[config.mk]
export PLATFORM = sky130hd
export DESIGN_NAME = ivt_cell
export DESIGN_NICKNAME = d
export VERILOG_FILES = /design/src/rtl/ivt_pkg.sv /design/src/rtl/ivt_cell.sv
export SDC_FILE = /design/constraint.sdc
export NUM_CORES = 1
export LEC_CHECK = 0
export BUFFER_PORTS_ARGS = -buffer_cell sky130_fd_sc_hd__buf_2
export CORE_MARGIN = 2
export CORE_UTILIZATION = 33
export DETAILED_ROUTE_END_ITERATION = 10
export PLACE_DENSITY = 0.62
export SETUP_SLACK_MARGIN = 0.3
export SLEW_MARGIN = 20
export SYNTH_ARGS = -nofsm -noshare
export SYNTH_HDL_FRONTEND = slang
export SYNTH_SLANG_ARGS = --single-unit
export TNS_END_PERCENT = 50
[constraint.sdc]
create_clock -name clk -period 3.8 [get_ports clk]
set_input_delay 0.76 -clock clk [delete_from_list [all_inputs] [get_ports clk]]
set_output_delay 0.76 -clock clk [all_outputs]
set_load 0.01 [all_outputs]
[src/rtl/ivt_pkg.sv]
// ivt_pkg: shared types, codes and key helper for the identifier value table.
// Used by ivt_cell and identifier_value_table; depends on nothing else.
`timescale 1ns / 1ps

package ivt_pkg;

    localparam int KEY_W  = 64;
    localparam int DATA_W = 32;

    // Request kinds carried in tuser on the input side
    localparam logic REQ_ASSIGN = 1'b0;
    localparam logic REQ_READ   = 1'b1;

    // Result status codes
    localparam logic [1:0] ST_OK      = 2'd0;
    localparam logic [1:0] ST_FULL    = 2'd1;
    localparam logic [1:0] ST_MISSING = 2'd2;
    localparam logic [1:0] ST_EMPTY   = 2'd3;

    // Search token handed from cell to cell
    typedef struct packed {
        logic              active;
        logic              found;
        logic              appended;
        logic [DATA_W-1:0] value;
    } ivt_token_t;

    // Keep bytes up to the first zero byte and at most nchars bytes, MSB first
    function automatic logic [KEY_W-1:0] normalize_key(input logic [KEY_W-1:0] raw,
                                                       input int unsigned nchars);
        logic [KEY_W-1:0] norm;
        logic             live;
        norm = '0;
        live = 1'b1;
        for (int i = 0; i < KEY_W / 8; i++)
        begin
            if (i >= nchars || raw[KEY_W-1-8*i -: 8] == 8'h00)
            begin
                live = 1'b0;
            end
            if (live)
            begin
                norm[KEY_W-1-8*i -: 8] = raw[KEY_W-1-8*i -: 8];
            end
        end
        return norm;
    endfunction

endpackage

[src/rtl/ivt_cell.sv]
// ivt_cell: one table slot holding a key and a value, with a registered token stage.
// Depends on ivt_pkg for the token type and request codes.
`timescale 1ns / 1ps

module ivt_cell #(
    parameter int IDX   = 0,
    parameter int CNT_W = 7
) (
    input  logic                       clk,
    input  logic                       rst_n,
    input  ivt_pkg::ivt_token_t        token_in,
    output ivt_pkg::ivt_token_t        token_out,
    input  logic                       req_type,
    input  logic [ivt_pkg::KEY_W-1:0]  key,
    input  logic [ivt_pkg::DATA_W-1:0] data,
    input  logic [CNT_W-1:0]           count
);
    import ivt_pkg::*;

    logic [KEY_W-1:0]  key_reg;
    logic [DATA_W-1:0] val_reg;
    ivt_token_t        token_reg;
    ivt_token_t        token_next;
    logic              filled;
    logic              searching;
    logic              match;
    logic              append;

    // Slot state relative to the fill count
    assign filled    = CNT_W'(IDX) < count;
    assign searching = token_in.active && !token_in.found;
    assign match     = searching && filled && (key_reg == key);
    assign append    = searching && (req_type == REQ_ASSIGN) && (count == CNT_W'(IDX));

    // Update the token for the next cell
    always_comb
    begin
        token_next          = token_in;
        token_next.found    = token_in.found | match | append;
        token_next.appended = token_in.appended | append;
        if (match && req_type == REQ_READ)
        begin
            token_next.value = val_reg;
        end
    end

    // Advance the token one cell per cycle
    always_ff @(posedge clk or negedge rst_n)
    begin
        if (!rst_n)
        begin
            token_reg <= '0;
        end
        else
        begin
            token_reg <= token_next;
        end
    end

    // Store key and value on append, value alone on update
    always_ff @(posedge clk)
    begin
        if (append)
        begin
            key_reg <= key;
            val_reg <= data;
        end
        else if (match && req_type == REQ_ASSIGN)
        begin
            val_reg <= data;
        end
    end

    assign token_out = token_reg;

endmodule

# Yosys cells after proc, flatten, opt, wreduce, memory -nomap -nowiden

Index checks and enable logic that the tools add are counted.

Register bits: 131
Word-level logic and storage cells: 25

Order comparisons: 1
Equality and inequality tests: 1
Muxes and demuxes: 3
Bitwise operators: 4
Reduce and logical (&&, ||, !) cells: 10

Operators by type and width:

| cell                                               | count |
|---|---|
| 2-to-1 mux 32 bit                                  | 3 |
| equality test 64 bit                               | 1 |
| logical AND 1 bit                                  | 7 |
| zero test 7 bit                                    | 1 |
| < comparator 1 x 7 -> 1 bit (first input constant) | 1 |
| OR 1 bit                                           | 3 |
| nonzero test 2 bit                                 | 1 |
| zero test 1 bit                                    | 1 |
| NOT 1 bit                                          | 1 |

# Depth between registers and ports, before layout

Gate-level depths: netlist (run 1).

Depth in word-level cells: 7
Mapped depth: 7

# Worst setup path before layout (run 1)

No wires, ideal clock.

Path kind: input port to flip-flop
From: input port count[4]
To: register val_reg[0] (enable)
Setup time: 428 ps
Arrival time: 7211 ps
Required time: 3372 ps
Path slack: -3839 ps
Cell stages on the path: 4
Buffers on the path: 0
Cells stage by stage: nor4_1 > nand2_1 > nor3b_1 > o21bai_1

RTL lines:

| item                         | RTL line       | source |
|---|---|---|
| start: declaration           | ivt_cell.sv:16 | `input logic [CNT_W-1:0] count` |
| zero test 7 bit              | ivt_cell.sv:33 | `assign append = searching && (req_type == REQ_ASSIGN) && (count == CNT_W'(IDX));` |
| logical AND 1 bit            | ivt_cell.sv:33 |  |
| net append                   | ivt_cell.sv:27 | `logic append;` |
| nonzero test 2 bit (no line) | n/a            |  |
| end signal: assignment       | ivt_cell.sv:66 | `val_reg <= data;` |
| end signal: assignment       | ivt_cell.sv:70 | `val_reg <= data;` |
| end: declaration             | ivt_cell.sv:21 | `logic [DATA_W-1:0] val_reg;` |

The timed path passes the listed nets, and every way through them passes these cells.
A chain may end at the register's enable or synchronous reset.

==> results of run 1 <==
[critical path, cell delays in order]
cell	delay [ns]
buf_2	0.11
xnor2_1	0.22
nand4_1	0.14
nor4_1	0.46
nand4_1	0.25
nor3_4	0.22
buf_4	0.41
mux2_1	0.38
[cell type report]
cell class,count,area (µm²),area share [%]
Sequential cell,131,3760,53.4
Multi-Input combinational cell,178,1450,20.6
Timing Repair Buffer,179,918,13.0
Clock buffer,19,454,6.45
Tap cell,216,270,3.84
Clock inverter,13,149,2.12
Inverter,10,37.5,0.533
Antenna cell,1,2.50,0.0355
[layout by cell type (no fill, tap or decap), drive strengths merged]
cell and count:
a22oi 1, dfrtp 35, or2 2, buf 179, o21bai 1, inv 12
nand4 30, a21oi 2, mux2 32, xor2 2, clkinv 7, nor2 5
o22ai 1, clkbuf 19, nor2b 17, bufinv 2, and3 1, diode 1
clkinvlp 2, nor4b 1, a211oi 1, edfxtp 96, nor3b 2, nand2 3
a222oi 1, nand3b 1, a2111oi 5, nor3 4, nand2b 11, nand3 1
xnor2 45, or4 2, nor4 7
[per-layer routing]
layer  GRT usage [%]  share of wire [%]  vias to the layer above
li1                -                  -                     1610
met1            16.2                 42                     1595
met4            6.07                2.1                        2
met3            4.96                7.4                       15
met2            22.6                 49                      126
met5               0              0.062                        -
[path summary, 6_finish.rpt]
kind | cells after the start | slack (ns) | endpoint | start
max | 8 | 1.11 | token_out[22]$_DFF_PN0_ | key[54]
max in group asynchronous | 1 | 2.85 | token_out[6]$_DFF_PN0_ | rst_n
min in group clk | 1 | 0.45 | token_out[3]$_DFF_PN0_ | val_reg[3]$_DFFE_PP_
min reg2reg | 1 | 0.45 | token_out[3]$_DFF_PN0_ | val_reg[3]$_DFFE_PP_
max reg2reg | 7 | 1.16 | val_reg[5]$_DFFE_PP_ | key_reg[0]$_DFFE_PP_
min | 1 | 0.44 | token_out[27]$_DFF_PN0_ | rst_n
[cell families (layout without fill, tap and decap cells)]
group	Yosys count	after routing	synth area share, %
mux	32	32	6.89
other cells	0	1	0
compound gates	12	12	1.77
xor+xnor	47	47	7.87
simple gates	87	87	10.3
buf+inv	13	221	1.36
flops	131	131	71.8
[where the power goes]
group          switching (mW)  internal, mW
Combinational          0.0963         0.101
Sequential            0.00506          1.56
Clock                   0.615          1.01
Total                   0.716          2.67
==> flow_summary.toml, run 1 <==
[run_status]
outcome = "complete, no violations"

[placement]
place_ws_ns = 0.640
gp_congestion = 0.818
place_hpwl_um = 8670
dp_cells = 714
place_area_um2 = 6430
port_buffers = 175

[global_route]
grt_max_degree = 50
antenna_found_initial = 2
grt_overflow = 0
grt_pass1_vias = 3572
grt_usage_pct = 13.7
grt_first_pass_wirelength_um = 17400

[timing]
setup_violations = 0
fin_ws_ns = 1.11
fin_crit_sh_pct = 70.7
rsz0062_at_grt = "false"
hold_ws_ns = 0.441
period_minus_slack_ns = 2.69
fin_skew_ns = 0.00878
maxSlewHeadroom_pct = 46.2
hold_viol = 0
fin_tns_setup_ns = 0
tightest_slew_ns = 0.807
drv_slew = 0
fmax_ghz = 0.372

[finish]
final_cells = 747
design_area_um2 = 7040
largest_register_ffs = 64
fill_cells = 1444
nets = 658
drive_gt1_share_pct = 40.8
syn2layout_area_growth_pct = 34.5
fin_util_pct = 44.8

[drt]
ant_nets = 0
first_pass_iters = 4
avgRoutedWirePerCell_um = 15.2
via_per_inst = 4.48
drtIter0Drc = 100
drc = 0
wirelength_um = 11300
num_vias = 3348

[logic_synthesis]
yosys.cell_count.top_type = "edfxtp_1"
synth-async-reset-ratio_pct = 26.7
syn-cell-area_um2 = 5230
synth_edf_count = 96
synth_top_cell_area_share_pct = 55.1
synth_nets = 463
ys.flop_type = "edfxtp_1"
ys_seq_elements = 131
syn_inst = 322
synth_cell_types = 30
ys_warn_count = 0
yosysTopAreaCell = "edfxtp_1"
ys_seq_area_share_pct = 71.8
avgSynthCellArea_um2 = 16.3
yosys-top-cells-count = "edfxtp_1 (96), xnor2_1 (45), dfrtp_1 (35)"
synth.area.top_cells = "edfxtp_1 (55%), dfrtp_1 (17%), xnor2_1 (7.5%), mux2_1 (6.9%), nand4_1 (3.6%)"

[run]
cap_violations = 0

[floorplan]
io_pins = 176
die_w_um = 130
die_h_um = 130
rows = 46
dieArea_um2 = 16900
core_area_um2 = 15700
start_util_pct = 33.3

[clocking]
clockRootBuffer = "clkbuf_16"
postCtsSetupRepairBufs = 0
numCtsBuffers = 17
clk_pin_slew_ns = 0.06
htreeDepth = 4
cts_resized = 0
insertion_delay_ns = 0.41
clockBufferDepth = 2
cts_tree = "yes"
numClockSinks = 131
postCtsHoldBufs = 0

[power_and_ir_drop]
ir_drop_v = 0.000280
p_total_mw = 3.39
p_per_area_nw_per_um2 = 481
power.leakage_nw = 2.72

[hold_path]
hold_path.class = "in2async"

[setup_path]
cp_max_fo = 32
crit_required_ns = 4.09
path_class = "in2reg"
cp.arrival_ns = 2.97
critPathCaptureType = "flop"
cp-start-kind = "input port"
No activity file was read; power rests on OpenSTA's default activity.
==> run 2, diff against run 1 <==
Settings changed: PLACE_DENSITY 0.62 to 0.6.
Clock period 3.8 ns to 2.78 ns, I/O delays scaled along.
==> run 2 against run 1 <==
Effect of this change:
- final area increased by 3.6%
- worst setup slack worse by 0.93 ns
- final cell count increased by 2.7%
- clock power up 28%
- clock skew decreased by 0.0020 ns
- wire length grew 6.0%
- total power grew 33%
- count of clock-buffer cells in the layout shrank 2
- combinational power up 40%
- critical endpoint is now val_reg[28]$_DFFE_PP_
- largest power group is now registers
==> flow_summary.toml, run 2 (synthesis results as in run 1) <==
[run_status]
outcome = "complete, no violations"

[finish]
syn2layout_area_growth_pct = 39.3
fill_cells = 1453
drive_gt1_share_pct = 43.9
nets = 679
final_cells = 767
n_antenna_cell = 0
design_area_um2 = 7290
layout.cells.most_common = "buf_2"
multi_input_area_um2 = 1470
final_cell_mix = "buf_2 (175), edfxtp_1 (96), xnor2_1 (45)"
largest_register_ffs = 64
ff_latch_area_um2 = 3760

[timing]
hold_viol = 0
fin_crit_sh_pct = 93.5
fin_tns_setup_ns = 0
tightest_slew_ns = 0.815
fin_skew_ns = 0.00675
fmax_ghz = 0.385
setup_violations = 0
hold_ws_ns = 0.227
period_minus_slack_ns = 2.60
rsz0062_at_grt = "true"
drv_slew = 0
maxSlewHeadroom_pct = 45.7

[clocking]
postCtsHoldBufs = 0
clockBufferDepth = 2
clk_pin_slew_ns = 0.06
clockRootBuffer = "clkbuf_16"
numCtsBuffers = 17
numClockSinks = 131
insertion_delay_ns = 0.42
htreeDepth = 4
cts_tree = "yes"

[global_route]
antenna_found_initial = 0
grt_overflow = 0
grt_usage_pct = 14.4
grt_first_pass_wirelength_um = 18100
grt_pass1_vias = 3647
grt_max_degree = 57

[floorplan]
dieArea_um2 = 16900
rows = 46
core_area_um2 = 15700
die_h_um = 130
start_util_pct = 33.3
die_w_um = 130
io_pins = 176

[placement]
dp_cells = 722
gp_congestion = 0.791
place_hpwl_um = 8730
place_area_um2 = 6520
port_buffers = 175

[hold_path]
hold_path.class = "in2async"

[setup_path]
cpMostUsedCell = "or4_4"
cp_num_buf_inv = 3
r2r_slack_ns = 0.18
critPathCaptureType = "flop"
cpLargestDelayFamily = "simple AND/OR/NAND/NOR gates"
path_class = "reg2reg"
slowest_delay_ns = 0.52
slowest_stage = "or4_4"
crit_required_ns = 2.92
path_cells = "nor2b_4 > or4_4 > or4_4 > nor3_2 > nand3b_1 > o21bai_4 > buf_6 > buf_12 > clkbuf_16"
cp.arrival_ns = 2.74
cp-start-kind = "flop"
cp_max_fo = 8

[run]
cap_violations = 0

[drt]
num_vias = 3489
avgRoutedWirePerCell_um = 15.7
ant_nets = 0
first_pass_iters = 4
wirelength_um = 12000
drtIter0Drc = 123
via_per_inst = 4.55
drc = 0

[power_and_ir_drop]
ir_drop_v = 0.000398
p_per_area_nw_per_um2 = 618
power.leakage_nw = 2.85
## run 2: changes by cell type in the layout (fill, tap and decap cells not counted), moves of 2 or more
cell and delta:
buf_4 +11, buf_12 +4, buf_6 +3, clkinv_2 +3
buf_16 +2, or4_1 -2, or4_4 +2
## run 2: worst paths after layout
| kind | from | end | cells after the start |
|---|---|---|---|
| worst max-delay path | key_reg[0]$_DFFE_PP_ | val_reg[28]$_DFFE_PP_ | 9 |
| worst min-delay path | rst_n | token_out[14]$_DFF_PN0_ | 1 |
| worst max register to register | key_reg[0]$_DFFE_PP_ | val_reg[28]$_DFFE_PP_ | 9 |
| worst min register to register | val_reg[0]$_DFFE_PP_ | token_out[0]$_DFF_PN0_ | 1 |
| max in group asynchronous | rst_n | token_out[23]$_DFF_PN0_ | 1 |
| min in group clk | token_in[34] | token_out[34]$_DFF_PN0_ | 1 |
## run 2: layer usage
layer | up-vias | part of all wire [%] | track usage (%)
li1 | 1660 | - | -
met1 | 1677 | 43 | 16.7
met2 | 138 | 48 | 24.0
met3 | 14 | 8.1 | 5.70
met4 | 0 | 1.3 | 5.50
met5 | - | 0 | 0
## run 2: cell type report
class                      count  area share (%)
sequential                   131            51.6
multi-input combinational    178            20.1
timing repair buffer         200            16.4
clock buffer                  17            5.83
tap                          216            3.71
clock inverter                15            1.85
inverter                      10           0.515
## run 2: worst reg2reg max path, cell delays in order (launching register included)
cell       delay (ns)
edfxtp_1         0.39
nor2b_4          0.15
or4_4            0.52
or4_4            0.42
nor3_2           0.12
nand3b_1         0.16
o21bai_4         0.18
buf_6            0.12
buf_12           0.10
clkbuf_16        0.15
## run 2: power by group
part | switching, mW | internal [mW] | leakage, nW
logic | 0.132 | 0.144 | 1.31
clock network | 0.862 | 1.23 | 0.275
registers | 0.00684 | 2.13 | 1.27
## run 2: stage by stage
step / power, mW / util (%) / worst slack, ns
global route: 4.66 / 46.4 / 0.101
global placement: 2.45 / 41.5 / -0.0916
floorplan: 2.27 / - / -0.983
detailed placement: 2.45 / 41.5 / -0.147
CTS: 4.57 / 46.1 / 0.167
finish: 4.51 / 46.4 / 0.180
## run 2: what timing repair did
item / in CTS / in global routing
cloned: 2 / 1
setup buffers: 8 / 2
endpoints found under the setup margin: 64 / 64
pin swaps: 3 / 1
gates resized for setup: 7 / 3
==> run 3, diff against run 2 <==
Settings changed: ABC_AREA from default to 1, PLACE_DENSITY 0.6 to 0.59.
==> run 3 against run 2 <==
Effect of this change:
- sequential cell count unchanged
- register-to-register slack improved by 0.53 ns
- final area up 4.4%
- sequential share of layout area decreased by 2.2 points
- wire length rose by 7.2%
- via count grew 22%
- final cell count is 31% higher
- worst setup slack improved by 0.53 ns
- global-route usage fell by 0.14 points
- critical path type unchanged
- largest cell class unchanged
- highest routed layer is now met5
==> flow_summary.toml, run 3 <==
[drt]
wirelength_um = 12900
highest_layer = "met5"
ant_nets = 0
avgRoutedWirePerCell_um = 12.8
drc = 0
wl_met3_um = 627
wl_met1_um = 5640
first_pass_iters = 4
via_per_inst = 4.22
num_vias = 4254
met2WireLength_um = 6420
drtIter0Drc = 148

[timing]
hold_viol = 0
fin_skew_ns = 0.0120
rsz0062_at_grt = "false"
period_minus_slack_ns = 2.07
maxSlewHeadroom_pct = 45.6
tightest_slew_ns = 0.816
fin_crit_sh_pct = 74.3
fmax_ghz = 0.484
fin_tns_setup_ns = 0
drv_slew = 0
setup_violations = 0

[clocking]
numClockSinks = 131
clockRootBuffer = "clkbuf_16"
insertion_delay_ns = 0.41
cts_resized = 0
clockBufferDepth = 2
htreeDepth = 4
numCtsBuffers = 17
cts_tree = "yes"
postCtsSetupRepairBufs = 0
postCtsHoldBufs = 0
clk_pin_slew_ns = 0.06

[logic_synthesis]
yosys-top-cells-count = "nand2_1 (210), edfxtp_1 (96), inv_1 (81)"
synth_edf_count = 96
synth.area.top_cells = "edfxtp_1 (50%), dfrtp_1 (15%), nand2_1 (14%), inv_1 (5.2%), nand4_1 (3.7%)"
ys_warn_count = 0
yosys.cell_count.top_type = "nand2_1"
avgSynthCellArea_um2 = 9.99
syn-cell-area_um2 = 5820
synth_cell_types = 20
synth-async-reset-ratio_pct = 26.7
syn_inst = 583
ys_seq_area_share_pct = 64.6
yosysTopAreaCell = "edfxtp_1"
ys.flop_type = "edfxtp_1"
synth_nets = 724
synth_top_cell_area_share_pct = 49.5
ys_seq_elements = 131

[finish]
syn2layout_area_growth_pct = 30.7
final_cell_mix = "nand2_1 (209), buf_2 (175), edfxtp_1 (96)"
final_cells = 1008
nets = 911
drive_gt1_share_pct = 29.2
layout.cells.most_common = "nand2_1"
multi_input_area_um2 = 1680
largest_register_ffs = 64
ff_latch_area_um2 = 3760
fill_cells = 1687
n_antenna_cell = 0

[run_status]
outcome = "complete, no violations"

[setup_path]
slowest_delay_ns = 0.42
cp-start-kind = "flop"
cp_max_fo = 32
timing.critical_path.from = "key_reg[26]$_DFFE_PP_"
critPathCaptureType = "flop"
path_class = "reg2reg"
cpMostUsedCell = "nand2_1"
r2r-start = "key_reg[26]$_DFFE_PP_"
crit_required_ns = 2.88
slowest_stage = "edfxtp_1"
cpLargestDelayFamily = "simple AND/OR/NAND/NOR gates"
path_cells = "inv_2 > nand2_1 > nand2_1 > nand3_1 > nor2_1 > nand2_1 > nor2_1 > nand2_1 > nor2_4 > nand2_1 > o21ai_4 > buf_12"
cp.arrival_ns = 2.17
cp_num_buf_inv = 2

[floorplan]
core_area_um2 = 17300
die_h_um = 137
io_pins = 176
die_w_um = 137
dieArea_um2 = 18700
start_util_pct = 33.7
rows = 48

[run]
cap_violations = 0

[placement]
port_buffers = 175
dp_cells = 976
gp_congestion = 0.743
place_hpwl_um = 9340

[global_route]
grt_first_pass_wirelength_um = 20000
grt_overflow = 0
grt_usage_pct = 14.2
grt_max_degree = 66
antenna_found_initial = 1
grt_pass1_vias = 4180

[power_and_ir_drop]
p_per_area_nw_per_um2 = 619
power.leakage_nw = 3.61
ir_drop_v = 0.000382

[hold_path]
hold_path.class = "in2async"
## run 3: cell types whose count changed in the layout (fill, tap and decap cells not counted), moves of 10 or more
cell and delta:
inv_1 +71, nand2b_1 -11, nand2_1 +207, nor2b_1 -16, mux2_1 -32, nor2_1 +49
xnor2_1 -23, buf_4 -10
## run 3: kinds of logic (layout without fill, tap and decap cells)
family | Yosys count | count (layout) | synth area share (%)
AOI/OAI and AO/OA | 8 | 8 | 0.752
xor gates and xnor gates | 33 | 33 | 4.96
buffers and inverters | 99 | 299 | 7.31
DFF | 131 | 131 | 64.6
and+or+nand+nor | 312 | 312 | 22.4
## run 3: final timing paths
check                                          endpoint  slack, ns  depth (start not counted)
worst max-delay path               val_reg[2]$_DFFE_PP_       0.71                         12
worst min-delay path            token_out[11]$_DFF_PN0_       0.23                          1
worst max register to register     val_reg[2]$_DFFE_PP_       0.71                         12
worst min register to register  token_out[23]$_DFF_PN0_       0.48                          2
max in group asynchronous        token_out[8]$_DFF_PN0_       2.02                          1
min in group clk                token_out[34]$_DFF_PN0_       0.28                          1
## run 3: metrics by stage
step	area, µm²	power, mW	worst slack (ns)	util (%)	hold WS, ns
3_3_place_gp	6990	2.47	0.460	40.4	0.476
6_report	7610	4.71	0.714	44.0	0.231
5_1_grt	7610	4.89	0.532	44.0	0.271
4_1_cts	7610	4.77	0.690	44.0	0.237
3_5_place_dp	6990	2.48	0.444	40.4	0.474
2_1_floorplan	5870	2.30	-1.26	-	0.260
## run 3: cell type report
cell class,count,area share [%]
clock buffers,24,7.45
well taps,225,3.70
clock inverters,8,0.707
multi-input cells,353,22.1
flip-flops and latches,131,49.4
repair buffers,181,12.4
inverters,86,4.24
## run 3: power by group
group          internal [mW]  switching, mW
clock network           1.43          0.842
logic                  0.140          0.160
registers               2.13        0.00677
total                   3.70           1.01
## run 3: per-layer routing
layer | vias to the layer above | track usage, %
met1 | 1918 | 16.8
met4 | 2 | 6.07
met3 | 13 | 4.56
li1 | 2229 | -
met2 | 92 | 23.9
met5 | - | 0
